===== config.mk =====
export PLATFORM = sky130hd
export DESIGN_NAME = page_bitmap_best_fit_allocator
export DESIGN_NICKNAME = d
export VERILOG_FILES = /design/src/rtl/core/pba_pkg.sv /design/src/rtl/core/pba_ram.sv /design/src/rtl/core/page_bitmap_best_fit_allocator.sv
export SDC_FILE = /design/constraint.sdc
export NUM_CORES = 2
export LEC_CHECK = 0
export ABC_AREA = 1
export BUFFER_PORTS_ARGS = -buffer_cell sky130_fd_sc_hd__buf_2
export CAP_MARGIN = 10
export CORE_MARGIN = 1
export CORE_UTILIZATION = 57
export CTS_CLUSTER_DIAMETER = 200
export DETAILED_ROUTE_END_ITERATION = 6
export HOLD_SLACK_MARGIN = 0.08
export PLACE_DENSITY = 0.74
export SLEW_MARGIN = 20
export SYNTH_ARGS = -nofsm -noshare
export SYNTH_HDL_FRONTEND = slang
export SYNTH_SLANG_ARGS = --single-unit

===== constraint.sdc =====
create_clock -name clk -period 7.4 [get_ports clk]
set_input_delay 1.48 -clock clk [delete_from_list [all_inputs] [get_ports clk]]
set_output_delay 1.48 -clock clk [all_outputs]
set_load 0.01 [all_outputs]

===== src/rtl/core/pba_pkg.sv =====
// ----------------------------------------------------------------------------
// pba_pkg
// Shared types, codes and helpers of the page bitmap allocator.
// ----------------------------------------------------------------------------
package pba_pkg;

  localparam int TOTAL_PAGES_DEF = 1024;
  localparam int WORD_BITS       = 32;
  localparam int WORD_SHIFT      = 5;

  localparam logic [10:0] ACTIVE_PAGES_RST = 11'd1024;

  // request codes
  localparam logic FUNC_ALLOC = 1'b0;
  localparam logic FUNC_FREE  = 1'b1;

  // response codes
  localparam logic [1:0] STATUS_OK        = 2'd0;
  localparam logic [1:0] STATUS_NO_SPACE  = 2'd1;
  localparam logic [1:0] STATUS_NOT_ALLOC = 2'd2;

  typedef struct packed {
    logic        func;
    logic [9:0]  page_index;
    logic [10:0] page_count;
  } req_t;

  typedef struct packed {
    logic [1:0] status;
    logic [9:0] start_page;
  } rsp_t;

  typedef enum logic [2:0] {
    ST_CLR,
    ST_IDLE,
    ST_SRD,
    ST_SCAN,
    ST_SEL,
    ST_MRD,
    ST_MOP,
    ST_DONE
  } state_t;

  typedef enum logic [1:0] {
    PH_CHECK,
    PH_SET,
    PH_CLEAR
  } phase_t;

  // lowest set bit: {found, index}
  function automatic logic [WORD_SHIFT:0] ffs32(input logic [WORD_BITS-1:0] v);
    logic [WORD_SHIFT:0] r;
    r = '0;
    for (int j = WORD_BITS - 1; j >= 0; j--) begin
      if (v[j]) begin
        r = {1'b1, WORD_SHIFT'(j)};
      end
    end
    return r;
  endfunction

endpackage


===== src/rtl/core/pba_ram.sv =====
// ----------------------------------------------------------------------------
// pba_ram
// Generic simple dual-port RAM, one write and one registered read port.
// ----------------------------------------------------------------------------
module pba_ram #(
  parameter int WIDTH = 32,
  parameter int DEPTH = 32
) (
  input  logic                                         clk,
  input  logic                                         we,
  input  logic [((DEPTH > 1) ? $clog2(DEPTH) : 1)-1:0] waddr,
  input  logic [WIDTH-1:0]                             wdata,
  input  logic                                         re,
  input  logic [((DEPTH > 1) ? $clog2(DEPTH) : 1)-1:0] raddr,
  output logic [WIDTH-1:0]                             rdata
);

  logic [WIDTH-1:0] mem [DEPTH];

  always_ff @(posedge clk) begin
    if (we) begin
      mem[waddr] <= wdata;
    end
    // read data holds while no read is issued
    if (re) begin
      rdata <= mem[raddr];
    end
  end

endmodule


===== src/rtl/core/page_bitmap_best_fit_allocator.sv =====
// ----------------------------------------------------------------------------
// page_bitmap_best_fit_allocator
// Best-fit allocator of contiguous page runs over a bitmap of used pages.
// ----------------------------------------------------------------------------
// after reset a clearing pass zeroes the map, one word a cycle; requests
//   wait, config writes are taken
// allocate: reads each map word below active_pages, searching used/free
//   boundaries and comparing runs in the scan unit, then marks the chosen run
// free: checks that every page of the range is in use, then clears it word by word
// one request at a time; a finished response waits in the output register
// ----------------------------------------------------------------------------
module page_bitmap_best_fit_allocator
  import pba_pkg::*;
#(
  parameter int TOTAL_PAGES = TOTAL_PAGES_DEF
) (
  input  logic        clk,
  input  logic        rst,
  // configuration: active_pages
  input  logic        cfg_write,
  input  logic [10:0] cfg_data,
  // request channel
  input  logic        req_valid,
  output logic        req_stall,
  input  req_t        req,
  // response channel
  output logic        rsp_valid,
  input  logic        rsp_stall,
  output rsp_t        rsp
);

  localparam int WORDS  = (TOTAL_PAGES + WORD_BITS - 1) / WORD_BITS;
  localparam int AW     = (WORDS > 1) ? $clog2(WORDS) : 1;
  // page pointers hold sums of page and count without wrapping
  localparam int PCW    = ($clog2(TOTAL_PAGES) + 2 > 12) ? $clog2(TOTAL_PAGES) + 2 : 12;

  // control state
  state_t            state, state_next;
  phase_t            phase, phase_next;
  logic [AW-1:0]     clr_cnt, clr_cnt_next;
  logic [10:0]       active_pages;
  rsp_t              rsp_next;
  logic              rsp_valid_next;

  // working registers of the current request
  logic              func_r, func_next;
  logic [PCW-1:0]    pos, pos_next;          // current page
  logic [PCW-1:0]    run, run_next;          // length of free run so far
  logic [PCW-1:0]    best_len, best_len_next;
  logic              found, found_next;
  logic [PCW-1:0]    base, base_next;        // chosen start page / free start
  logic [PCW-1:0]    want, want_next;
  logic [PCW-1:0]    limit, limit_next;      // pages scanned
  logic [PCW-1:0]    end_page, end_page_next;
  logic              seek_used, seek_used_next; // inside a free run
  logic [1:0]        res_status, res_status_next;
  logic [9:0]        res_start, res_start_next;

  // map memory
  logic                  ram_we;
  logic [AW-1:0]         ram_waddr;
  logic [WORD_BITS-1:0]  ram_wdata;
  logic                  ram_re;
  logic [AW-1:0]         word_addr;
  logic [WORD_BITS-1:0]  ram_rdata;

  // shared scan unit
  logic [PCW-1:0]        word_base;
  logic [WORD_SHIFT-1:0] bit_off;
  logic [PCW-1:0]        next_word;
  logic [PCW-1:0]        lim_off;
  logic [PCW-1:0]        end_off;
  logic [WORD_BITS-1:0]  low_mask;
  logic [WORD_BITS-1:0]  hi_used;
  logic [WORD_BITS-1:0]  eff_word;
  logic [WORD_BITS-1:0]  rng_hi;
  logic [WORD_BITS-1:0]  rng_mask;
  logic [WORD_SHIFT:0]   used_hit;
  logic [WORD_SHIFT:0]   free_hit;
  logic [PCW-1:0]        run_eval;
  logic [PCW-1:0]        evt_page;
  logic [PCW-1:0]        run_start;
  logic                  exact;
  logic                  better;

  pba_ram #(
    .WIDTH(WORD_BITS),
    .DEPTH(WORDS)
  ) u_map (
    .clk  (clk),
    .we   (ram_we),
    .waddr(ram_waddr),
    .wdata(ram_wdata),
    .re   (ram_re),
    .raddr(word_addr),
    .rdata(ram_rdata)
  );

  // ---------------------------------------------------------------------------
  // scan unit: one map word, one boundary search and one run compare a cycle
  // ---------------------------------------------------------------------------
  assign word_base = pos & ~PCW'(WORD_BITS - 1);
  assign bit_off   = pos[WORD_SHIFT-1:0];
  assign next_word = word_base + PCW'(WORD_BITS);
  assign word_addr = AW'(pos >> WORD_SHIFT);
  assign lim_off   = limit - word_base;
  assign end_off   = end_page - word_base;
  assign low_mask  = '1 << bit_off;

  always_comb begin
    // pages at or past the scan limit look used, so they close the last run
    if (limit >= next_word) begin
      hi_used = '0;
    end else begin
      hi_used = ~((WORD_BITS'(1) << lim_off[WORD_SHIFT-1:0]) - WORD_BITS'(1));
    end
    if (end_page >= next_word) begin
      rng_hi = '1;
    end else begin
      rng_hi = (WORD_BITS'(1) << end_off[WORD_SHIFT-1:0]) - WORD_BITS'(1);
    end
  end

  assign eff_word = ram_rdata | hi_used;
  assign rng_mask = low_mask & rng_hi;
  assign used_hit = ffs32(eff_word & low_mask);
  assign free_hit = ffs32(~eff_word & low_mask);

  // a run closes either at a used page in the word or at the limit itself
  assign run_eval  = (state == ST_SCAN)
                   ? run + PCW'(used_hit[WORD_SHIFT-1:0]) - PCW'(bit_off)
                   : run;
  assign evt_page  = (state == ST_SCAN)
                   ? word_base + PCW'(used_hit[WORD_SHIFT-1:0])
                   : limit;
  assign run_start = evt_page - run_eval;
  assign exact     = (run_eval == want);
  assign better    = (run_eval >= want) && (run_eval < best_len);

  assign req_stall = (state != ST_IDLE);

  // ---------------------------------------------------------------------------
  // registers
  // ---------------------------------------------------------------------------
  always_ff @(posedge clk) begin
    if (rst) begin
      state        <= ST_CLR;
      clr_cnt      <= '0;
      rsp_valid    <= 1'b0;
      active_pages <= ACTIVE_PAGES_RST;
    end else begin
      state     <= state_next;
      clr_cnt   <= clr_cnt_next;
      rsp_valid <= rsp_valid_next;
      if (cfg_write) begin
        active_pages <= cfg_data;
      end
    end
  end

  always_ff @(posedge clk) begin
    phase      <= phase_next;
    rsp        <= rsp_next;
    func_r     <= func_next;
    pos        <= pos_next;
    run        <= run_next;
    best_len   <= best_len_next;
    found      <= found_next;
    base       <= base_next;
    want       <= want_next;
    limit      <= limit_next;
    end_page   <= end_page_next;
    seek_used  <= seek_used_next;
    res_status <= res_status_next;
    res_start  <= res_start_next;
  end

  // ---------------------------------------------------------------------------
  // sequencer
  // ---------------------------------------------------------------------------
  always_comb begin
    state_next      = state;
    phase_next      = phase;
    clr_cnt_next    = clr_cnt;
    rsp_next        = rsp;
    rsp_valid_next  = rsp_valid;
    func_next       = func_r;
    pos_next        = pos;
    run_next        = run;
    best_len_next   = best_len;
    found_next      = found;
    base_next       = base;
    want_next       = want;
    limit_next      = limit;
    end_page_next   = end_page;
    seek_used_next  = seek_used;
    res_status_next = res_status;
    res_start_next  = res_start;
    ram_we          = 1'b0;
    ram_re          = 1'b0;
    ram_waddr       = word_addr;
    ram_wdata       = '0;

    // response taken downstream
    if (rsp_valid && !rsp_stall) begin
      rsp_valid_next = 1'b0;
    end

    case (state)
      ST_CLR: begin
        ram_we    = 1'b1;
        ram_waddr = clr_cnt;
        if (clr_cnt == AW'(WORDS - 1)) begin
          state_next = ST_IDLE;
        end else begin
          clr_cnt_next = clr_cnt + AW'(1);
        end
      end

      ST_IDLE: begin
        if (req_valid) begin
          func_next       = req.func;
          want_next       = PCW'(req.page_count);
          limit_next      = (PCW'(active_pages) > PCW'(TOTAL_PAGES))
                          ? PCW'(TOTAL_PAGES) : PCW'(active_pages);
          run_next        = '0;
          best_len_next   = '1;
          found_next      = 1'b0;
          seek_used_next  = 1'b1;
          res_start_next  = '0;
          if (req.func == FUNC_ALLOC) begin
            pos_next = '0;
            if (req.page_count == '0) begin
              res_status_next = STATUS_NO_SPACE;
              state_next      = ST_DONE;
            end else begin
              state_next = ST_SRD;
            end
          end else begin
            base_next     = PCW'(req.page_index);
            pos_next      = PCW'(req.page_index);
            end_page_next = PCW'(req.page_index) + PCW'(req.page_count);
            phase_next    = PH_CHECK;
            if (req.page_count == '0) begin
              res_status_next = STATUS_OK;
              state_next      = ST_DONE;
            end else if (PCW'(req.page_index) + PCW'(req.page_count)
                         > PCW'(TOTAL_PAGES)) begin
              // pages past the map are never allocated
              res_status_next = STATUS_NOT_ALLOC;
              state_next      = ST_DONE;
            end else begin
              state_next = ST_MRD;
            end
          end
        end
      end

      ST_SRD: begin
        if (pos >= limit) begin
          // end of scan closes the open run
          if (exact || better) begin
            base_next     = run_start;
            best_len_next = run_eval;
            found_next    = 1'b1;
          end
          state_next = ST_SEL;
        end else begin
          ram_re     = 1'b1;
          state_next = ST_SCAN;
        end
      end

      ST_SCAN: begin
        if (seek_used) begin
          if (used_hit[WORD_SHIFT]) begin
            run_next = '0;
            if (exact) begin
              base_next  = run_start;
              found_next = 1'b1;
              state_next = ST_SEL;
            end else begin
              if (better) begin
                base_next     = run_start;
                best_len_next = run_eval;
                found_next    = 1'b1;
              end
              if (evt_page >= limit) begin
                state_next = ST_SEL;
              end else begin
                pos_next       = evt_page + PCW'(1);
                seek_used_next = 1'b0;
                if (used_hit[WORD_SHIFT-1:0] == '1) begin
                  state_next = ST_SRD;
                end
              end
            end
          end else begin
            run_next   = run + PCW'(WORD_BITS) - PCW'(bit_off);
            pos_next   = next_word;
            state_next = ST_SRD;
          end
        end else begin
          if (free_hit[WORD_SHIFT]) begin
            pos_next       = word_base + PCW'(free_hit[WORD_SHIFT-1:0]);
            seek_used_next = 1'b1;
          end else begin
            pos_next   = next_word;
            state_next = ST_SRD;
          end
        end
      end

      ST_SEL: begin
        if (found) begin
          pos_next      = base;
          end_page_next = base + want;
          phase_next    = PH_SET;
          state_next    = ST_MRD;
        end else begin
          res_status_next = STATUS_NO_SPACE;
          state_next      = ST_DONE;
        end
      end

      ST_MRD: begin
        ram_re     = 1'b1;
        state_next = ST_MOP;
      end

      ST_MOP: begin
        case (phase)
          PH_CHECK: begin
            if ((ram_rdata & rng_mask) != rng_mask) begin
              res_status_next = STATUS_NOT_ALLOC;
              state_next      = ST_DONE;
            end else if (next_word >= end_page) begin
              // whole range is in use: second pass clears it
              phase_next = PH_CLEAR;
              pos_next   = base;
              state_next = ST_MRD;
            end else begin
              pos_next   = next_word;
              state_next = ST_MRD;
            end
          end
          PH_SET, PH_CLEAR: begin
            ram_we    = 1'b1;
            ram_wdata = (phase == PH_SET) ? (ram_rdata | rng_mask)
                                          : (ram_rdata & ~rng_mask);
            if (next_word >= end_page) begin
              res_status_next = STATUS_OK;
              res_start_next  = (func_r == FUNC_ALLOC) ? base[9:0] : '0;
              state_next      = ST_DONE;
            end else begin
              pos_next   = next_word;
              state_next = ST_MRD;
            end
          end
          default: begin
            res_status_next = STATUS_NOT_ALLOC;
            state_next      = ST_DONE;
          end
        endcase
      end

      ST_DONE: begin
        if (!rsp_valid || !rsp_stall) begin
          rsp_valid_next      = 1'b1;
          rsp_next.status     = res_status;
          rsp_next.start_page = res_start;
          state_next          = ST_IDLE;
        end
      end

      default: begin
        state_next = ST_IDLE;
      end
    endcase
  end

  // ---------------------------------------------------------------------------
  // checks
  // ---------------------------------------------------------------------------
  // a chosen run always lies below the scan limit
  a_run_in_range: assert property (@(posedge clk) disable iff (rst)
    (state == ST_SEL && found) |-> (base + want <= limit))
    else $error("chosen run exceeds scan limit");

  // the map is only written by the clearing pass or the marking passes
  a_write_phase: assert property (@(posedge clk) disable iff (rst)
    ram_we |-> (state == ST_CLR ||
                (state == ST_MOP && (phase == PH_SET || phase == PH_CLEAR))))
    else $error("map written outside a write pass");

  // unless a held response is stalled, a finished request reaches the output register in the next cycle
  a_done_delivers: assert property (@(posedge clk) disable iff (rst)
    (state == ST_DONE && !(rsp_valid && rsp_stall)) |=> (rsp_valid && state == ST_IDLE))
    else $error("finished request not delivered");

  // responses carry only defined status codes
  a_status_code: assert property (@(posedge clk) disable iff (rst)
    rsp_valid |-> (rsp.status == STATUS_OK || rsp.status == STATUS_NO_SPACE ||
                   rsp.status == STATUS_NOT_ALLOC))
    else $error("undefined status code");

endmodule

# == Word-level counts from Yosys, hierarchy flattened ==
# Memories as Yosys holds them, arrays and structs flattened. A register that Yosys moved wholly into a read port is not among the register bits.
# Cells that the tools add are included.
# word_totals
ff_bits,131
mem_bits_rw,1024
in_bits,38
output_inout_bits,14
n_memories,1
# classes
n_addsub,16
n_lt_le_gt_ge,9
eq_ne,42
shifts,3
n_mux,175
bitwise_logic,11
n_reduce_logical,30
# mem_list
memory,depth,word_bits,rd,rd_clocked_by_memory_dff,write_ports,line,rtl
u_map.mem,32,32,1,1,1,pba_ram.sv:18,logic [WIDTH-1:0] mem [DEPTH];
# ops
operator,n
$mux 12,33
$mux 6,64
$and 32x32->32,5
$mux 32,5
$not 32->32,3
$pmux 12 s2,3
$pmux 12 s3,2
$or 32x32->32,2
$shl 1x5->32 const A,2
$sub 32x2->32 const B,2
$mux 10,5
$pmux 12 s4,1
$mux 2,19
$add 12x5->12,3
$ge 12x11->1,3
$mux 3,12
$ne 32x32->1,1
$shl 32x5->32 const A,1
$ne 2x2->1 const B,15
$add 12x6->12 const B,2
$ge 12x12->1,2
$ne 3x3->1 const B,8
$pmux 3 s8,1
$reduce_and 8->1,3
47 further kinds,89

# == Depth between registers and ports, before layout ==
# depth
ltp_word,49
depth_mapped,70

# == Cells and area by module ==
# Synthesis repeated with hierarchy kept, for this count alone.
# unflattened
hier_cells,5502
area_unflattened_um2,56192.6
# modules_own_cells
mod,n_inst,cells_per_inst,area_each_um2
pba_ram,1,3536,42726.0
page_bitmap_best_fit_allocator,1,1966,13466.7

# == Worst setup path after synthesis ==
# OpenSTA, ideal clock, no wires.
# synth_path
kind,reg2reg
startpoint,register pos[5]
endpoint,register base[0] (enable)
setup_ps,380
t_arrival_ps,7414
required_time_ps,7020
path_slack_ps,-394
stages_incl_launch_ff,67
period_less_slack_ps,7794
cell_sequence,edfxtp_1 clkbuf_1 clkbuf_1 clkbuf_1 nand4_1 xor2_1 ha_1 a21oi_1 nand2_1 nand2_2 o21ai_1 nand2_1 o21ai_0 nand2_1 nand2_1 nand2_1 nand2_1 nand2_1 [31 not listed] o21ai_0 nand2_1 nand3_1 nand2_1 xor2_1 nand2_1 o21a_1 ha_1 nand4_1 nor3_1 nand4_1 nand4_1 nand2_1 nand3_1 nand2_1 nor3_1 inv_1 nor2_1
# synth_between
elab_chain_len,45
elab_cells_between_ends,51
# synth_rtl
element,line,rtl
"start, declared",page_bitmap_best_fit_allocator.sv:47,"logic [PCW-1:0] pos, pos_next;"
"start signal, assigned",page_bitmap_best_fit_allocator.sv:165,pos <= pos_next;
$add 12x6->12 *,page_bitmap_best_fit_allocator.sv:104,assign next_word = word_base + PCW'(WORD_BITS);
$ge 11x12->1 *,page_bitmap_best_fit_allocator.sv:112,if (limit >= next_word) begin
$mux 32 *,page_bitmap_best_fit_allocator.sv:112,
$or 32x32->32 *,page_bitmap_best_fit_allocator.sv:124,assign eff_word = ram_rdata | hi_used;
$and 32x32->32 *,page_bitmap_best_fit_allocator.sv:126,assign used_hit = ffs32(eff_word & low_mask);
$mux 6 (31 in a row),pba_pkg.sv:55,if (v[j]) begin
$mux 6 *,pba_pkg.sv:55,
$add 12x5->12 *,page_bitmap_best_fit_allocator.sv:131,? run + PCW'(used_hit[WORD_SHIFT-1:0]) - PCW'(bit_off)
$sub 12x5->12 *,page_bitmap_best_fit_allocator.sv:131,
$mux 12 *,page_bitmap_best_fit_allocator.sv:131,
via run_eval[10],page_bitmap_best_fit_allocator.sv:80,logic [PCW-1:0] run_eval;
$ge 12x11->1 or $lt 12x12->1 (tied branches),page_bitmap_best_fit_allocator.sv:138,assign better = (run_eval >= want) && (run_eval < best_len);
$logic_and 1x1->1,page_bitmap_best_fit_allocator.sv:138,
$logic_or 1x1->1,page_bitmap_best_fit_allocator.sv:262,if (exact || better) begin
$ne 2x2->1 (no source line),n/a,
$reduce_and 8->1 (no source line) *,n/a,
"end signal, assigned",page_bitmap_best_fit_allocator.sv:169,base <= base_next;
"end, declared",page_bitmap_best_fit_allocator.sv:51,"logic [PCW-1:0] base, base_next;"
# Mark *: on every way through the listed nets, which the timed path passes. The rest lies on a longest branch.
# A chain may end at the register's enable or synchronous reset.

# == Final worst setup path ==
# layout_path
startpoint,register pos[5]
endpoint,register best_len[7] (enable)
# layout_between
elab_chain_len,45
elab_cells_between_ends,52
# layout_rtl
element,line,rtl
$add 12x6->12 *,page_bitmap_best_fit_allocator.sv:104,
$ge 11x12->1 *,page_bitmap_best_fit_allocator.sv:112,
$mux 32 *,page_bitmap_best_fit_allocator.sv:112,
$or 32x32->32 *,page_bitmap_best_fit_allocator.sv:124,
$and 32x32->32 *,page_bitmap_best_fit_allocator.sv:126,
$mux 6 (31 in a row),pba_pkg.sv:55,
$mux 6 *,pba_pkg.sv:55,
$add 12x5->12 *,page_bitmap_best_fit_allocator.sv:131,
$sub 12x5->12 *,page_bitmap_best_fit_allocator.sv:131,
$mux 12 *,page_bitmap_best_fit_allocator.sv:131,
via run_eval[8],page_bitmap_best_fit_allocator.sv:80,
$ge 12x11->1 or $lt 12x12->1 (tied branches),page_bitmap_best_fit_allocator.sv:138,
$logic_and 1x1->1,page_bitmap_best_fit_allocator.sv:138,
$logic_or 1x1->1,page_bitmap_best_fit_allocator.sv:262,
$ne 2x2->1 (no source line),n/a,
$reduce_and 8->1 (no source line) *,n/a,
"end signal, assigned",page_bitmap_best_fit_allocator.sv:167,best_len <= best_len_next;
"end, declared",page_bitmap_best_fit_allocator.sv:49,"logic [PCW-1:0] best_len, best_len_next;"
# Marks and branches as above.

==> impl_metrics.yaml <==
hold_path:
  hold_class: "register to register"
  whs_endpoint: "rsp[2]"
  hold_depth: 0
  hold_path_startpoint: "res_start[2]"
global_route:
  grt_max_degree: 194
  grt_pass1_vias: 38300
  track_usage_pct: 34.2
  antenna_found_initial: 2
  overflow: 0
  grt_pass1_wl_mm: 241
critical_path:
  required_ns: 7.81
  regToRegEndpoint: "best_len[7]"
  path_class: "register to register"
  critPathSlowestCell: "edfxtp_1"
  reg2reg_depth: 68
  cp.arrival_ns: 7.97
  r2r-start: "pos[5]"
  r2r_slack_ns: -0.16
  end_kind: "register"
  cp_max_fo: 6
  crit_path_start_kind: "register"
  critPathMostFrequentCell: "nand2_1"
  cpPeakStageDelay_ns: 0.41
  startpoint: "pos[5]"
yosys:
  synthCells: 5025
  synth_seq_cells: 1187
  yosysWarningCount: 0
  ys_seq_area_share_pct: 65.5
  ys_types: 56
  synth.avg_cell_area_um2: 10.8
  synth-edff-count: 1167
  netlist_area_mm2: 0.0541
  async_flop_share_pct: 0
  synth_nets: 5194
  synth_flop_cell: "edfxtp_1"
power_and_ir_drop:
  p_int_mw: 10.6
  leakage_nw: 22.1
  finalPower_mw: 13.2
  switching_share_pct: 20.3
  pwr-share-comb_pct: 1.6
  power_density_mw_per_mm2: 213
  p_switching_mw: 2.69
  ir_worst_vdd_mv: 0.214
  seq_power_share_pct: 55.5
  clkPwrFrac_pct: 42.9
flow_run:
  drv_cap: 0
sta:
  slew_headroom_pct: 26.8
  fin_crit_sh_pct: 102
  period_minus_slack_ns: 7.56
  rsz0062_at_grt: "yes"
  tightest_slew_ns: 1.10
  setup_ws_ns: -0.160
  max_freq_mhz: 132
  finalHoldViolations: 0
  fin_worst_skew_ns: 0.0527
  finalSetupTns_ns: -3.67
  finalSetupViolCount: 28
  drv_slew: 0
clocking:
  clk_pin_slew_ns: 0.06
  insertion_delay_ns: 0.74
  cts_buffers: 113
  cts_tree: "done"
  cts_buffer_depth: 3
  cts_hold_buf: 0
  cts.sinks: 1187
  htree_levels: 3
  root_buffer: "clkbuf_16"
finish:
  regArea_mm2: 0.0354
  nNetsFinal: 5441
  syn_to_final_growth_pct: 14.8
  most-common-layout-cells: "edfxtp_1 (1167), nor2_1 (876), o21ai_0 (799)"
  drive_gt1_share_pct: 13.7
  multi_input_area_mm2: 0.0171
  n_fill_cell: 6915
  final_common_cell: "edfxtp_1"
drt:
  routed_wl_mm: 166
  via_count: 41300
  drtIter0Drc: 5707
  wl_per_cell_um: 25.1
  drcViolationCount: 0
  vias_per_cell: 6.24
  drt-pass1-iter-count: 6
  ant_nets: 0
run_status:
  outcome: "complete, but fails checks"
  violations: "setup timing"
place:
  hpwl_mm: 99.5
  place.gp.congestion: 1.02
  portBuffers: 51
floorplan:
  placementRows: 112
  start_util_pct: 57.7
  core-area_mm2: 0.0937
  die_area_mm2: 0.0962
  die_y_um: 310
  io_pins: 52
  die_w_um: 310
## per-stage QoR
step / setup slack [ns] / cells / hold WS (ns) / area (um2) / util [%]
2_1_floorplan: 0.0560 / 5025 / 0.400 / 54200 / -
3_3_place_gp: -0.542 / 6362 / 0.403 / 57700 / 61.5
3_5_place_dp: -0.452 / 6362 / 0.406 / 57700 / 61.5
4_1_cts: -0.169 / 6611 / 0.419 / 61800 / 66.0
5_1_grt: -0.873 / 6615 / 0.422 / 62100 / 66.3
6_report: -0.160 / 6618 / 0.419 / 62100 / 66.3
## power groups by stage
stage	clock network (mW)	logic [mW]	registers, mW
after floorplan	0	0.0981	7.50
after global placement	0	0.200	7.50
after detailed placement	0	0.201	7.50
after CTS	5.71	0.203	7.36
after global routing	5.95	0.219	7.36
final	5.68	0.207	7.36
## final cells by class
class | instances | area share, %
multi-input cells | 3202 | 27.5
well taps | 1254 | 2.53
clock buffers | 141 | 4.79
diodes | 3 | 0.0121
inverters | 372 | 2.27
repair buffers | 396 | 4.86
flip-flops and latches | 1187 | 57.0
clock inverters | 63 | 1.00
## sequential cells by signal (all words and copies together) (netlist names), 3 cells and up
signal	cells
active_pages	11
base	12
best_len	12
clr_cnt	5
end_page	12
limit	11
pos	12
res_start	10
rsp	12
run	12
state	3
u_map.mem	1024
u_map.rdata	32
want	11
## synthesized netlist by cell type, types with 3 or more instances
master     number  share of area (%)
a2111oi_0       5              0.081
a211oi_1        8               0.11
a21o_1          3              0.042
a21oi_1       154                1.4
a21oi_2         3              0.049
a22oi_1         4              0.055
a31oi_1        17               0.20
buf_1          12              0.083
buf_2           8              0.074
clkbuf_1      240                1.7
clkinv_1        4              0.028
dfxtp_1        20               0.74
edfxtp_1     1167                 65
fa_1            9               0.33
ha_1          122                2.8
inv_1         350                2.4
inv_2          18               0.12
nand2_1       516                3.6
nand2_2         5              0.058
nand3_1        99               0.92
nand3b_1        4              0.055
nand4_1        22               0.25
nor2_1        917                6.4
nor2_2         11               0.13
nor3_1         20               0.18
nor3_2          3              0.055
nor3b_1         3              0.042
nor4_1         10               0.12
o2111ai_1       7               0.11
o211ai_1        9               0.12
o21a_1          7              0.097
o21ai_0       808                7.5
o21ai_1        16               0.15
o21bai_1        7              0.097
o221ai_1        5              0.081
o22ai_1       320                3.7
o31ai_1         7              0.097
o32ai_1        10               0.16
o41ai_1         3              0.049
or2_2          12               0.14
xnor2_1        12               0.19
xor2_1         28               0.45
## worst max-delay path by stage
stage	to	cells past startpoint
floorplan	best_len[0]	66
global placement	base[7]	68
detailed placement	pos[5]	64
CTS	best_len[6]	69
global route	best_len[7]	70
finish	best_len[7]	68
## worst max-delay path, delay by kind of cell, from the launching register on
| kind | cells | cell delay, ns |
|---|---|---|
| xor gates and xnor gates | 1 | 0.12 |
| AOI/OAI and AO/OA | 7 | 0.87 |
| buffers and inverters | 6 | 0.62 |
| and+or+nand+nor | 48 | 3.71 |
| adders and majority gates | 6 | 1.49 |
| DFF | 1 | 0.41 |
## repair_timing
action                     in CTS  in global routing
pin swaps                      17                 28
setup endpoints to repair      40                 47
gates resized for setup        44                 41
cloned                          3                  0
setup buffers                  46                  4
## cells by family after synthesis
family	after synthesis	synth area share [%]
AND/OR/NAND/NOR	1629	12.0
AO/OA/AOI/OAI	1402	14.3
flip-flops	1187	65.5
buffers and inverters	636	4.47
adder cells (fa/ha/maj)	131	3.15
XOR/XNOR	40	0.647
## routing by layer
| layer | global-route usage (%) | share of wire [%] |
|---|---|---|
| met3 | 5.38 | 10 |
| met4 | 15.6 | 4.8 |
| met1 | 47.4 | 39 |
| met5 | 0 | 0.0042 |
| met2 | 53.7 | 46 |
Power figures use the tool's default switching activity.
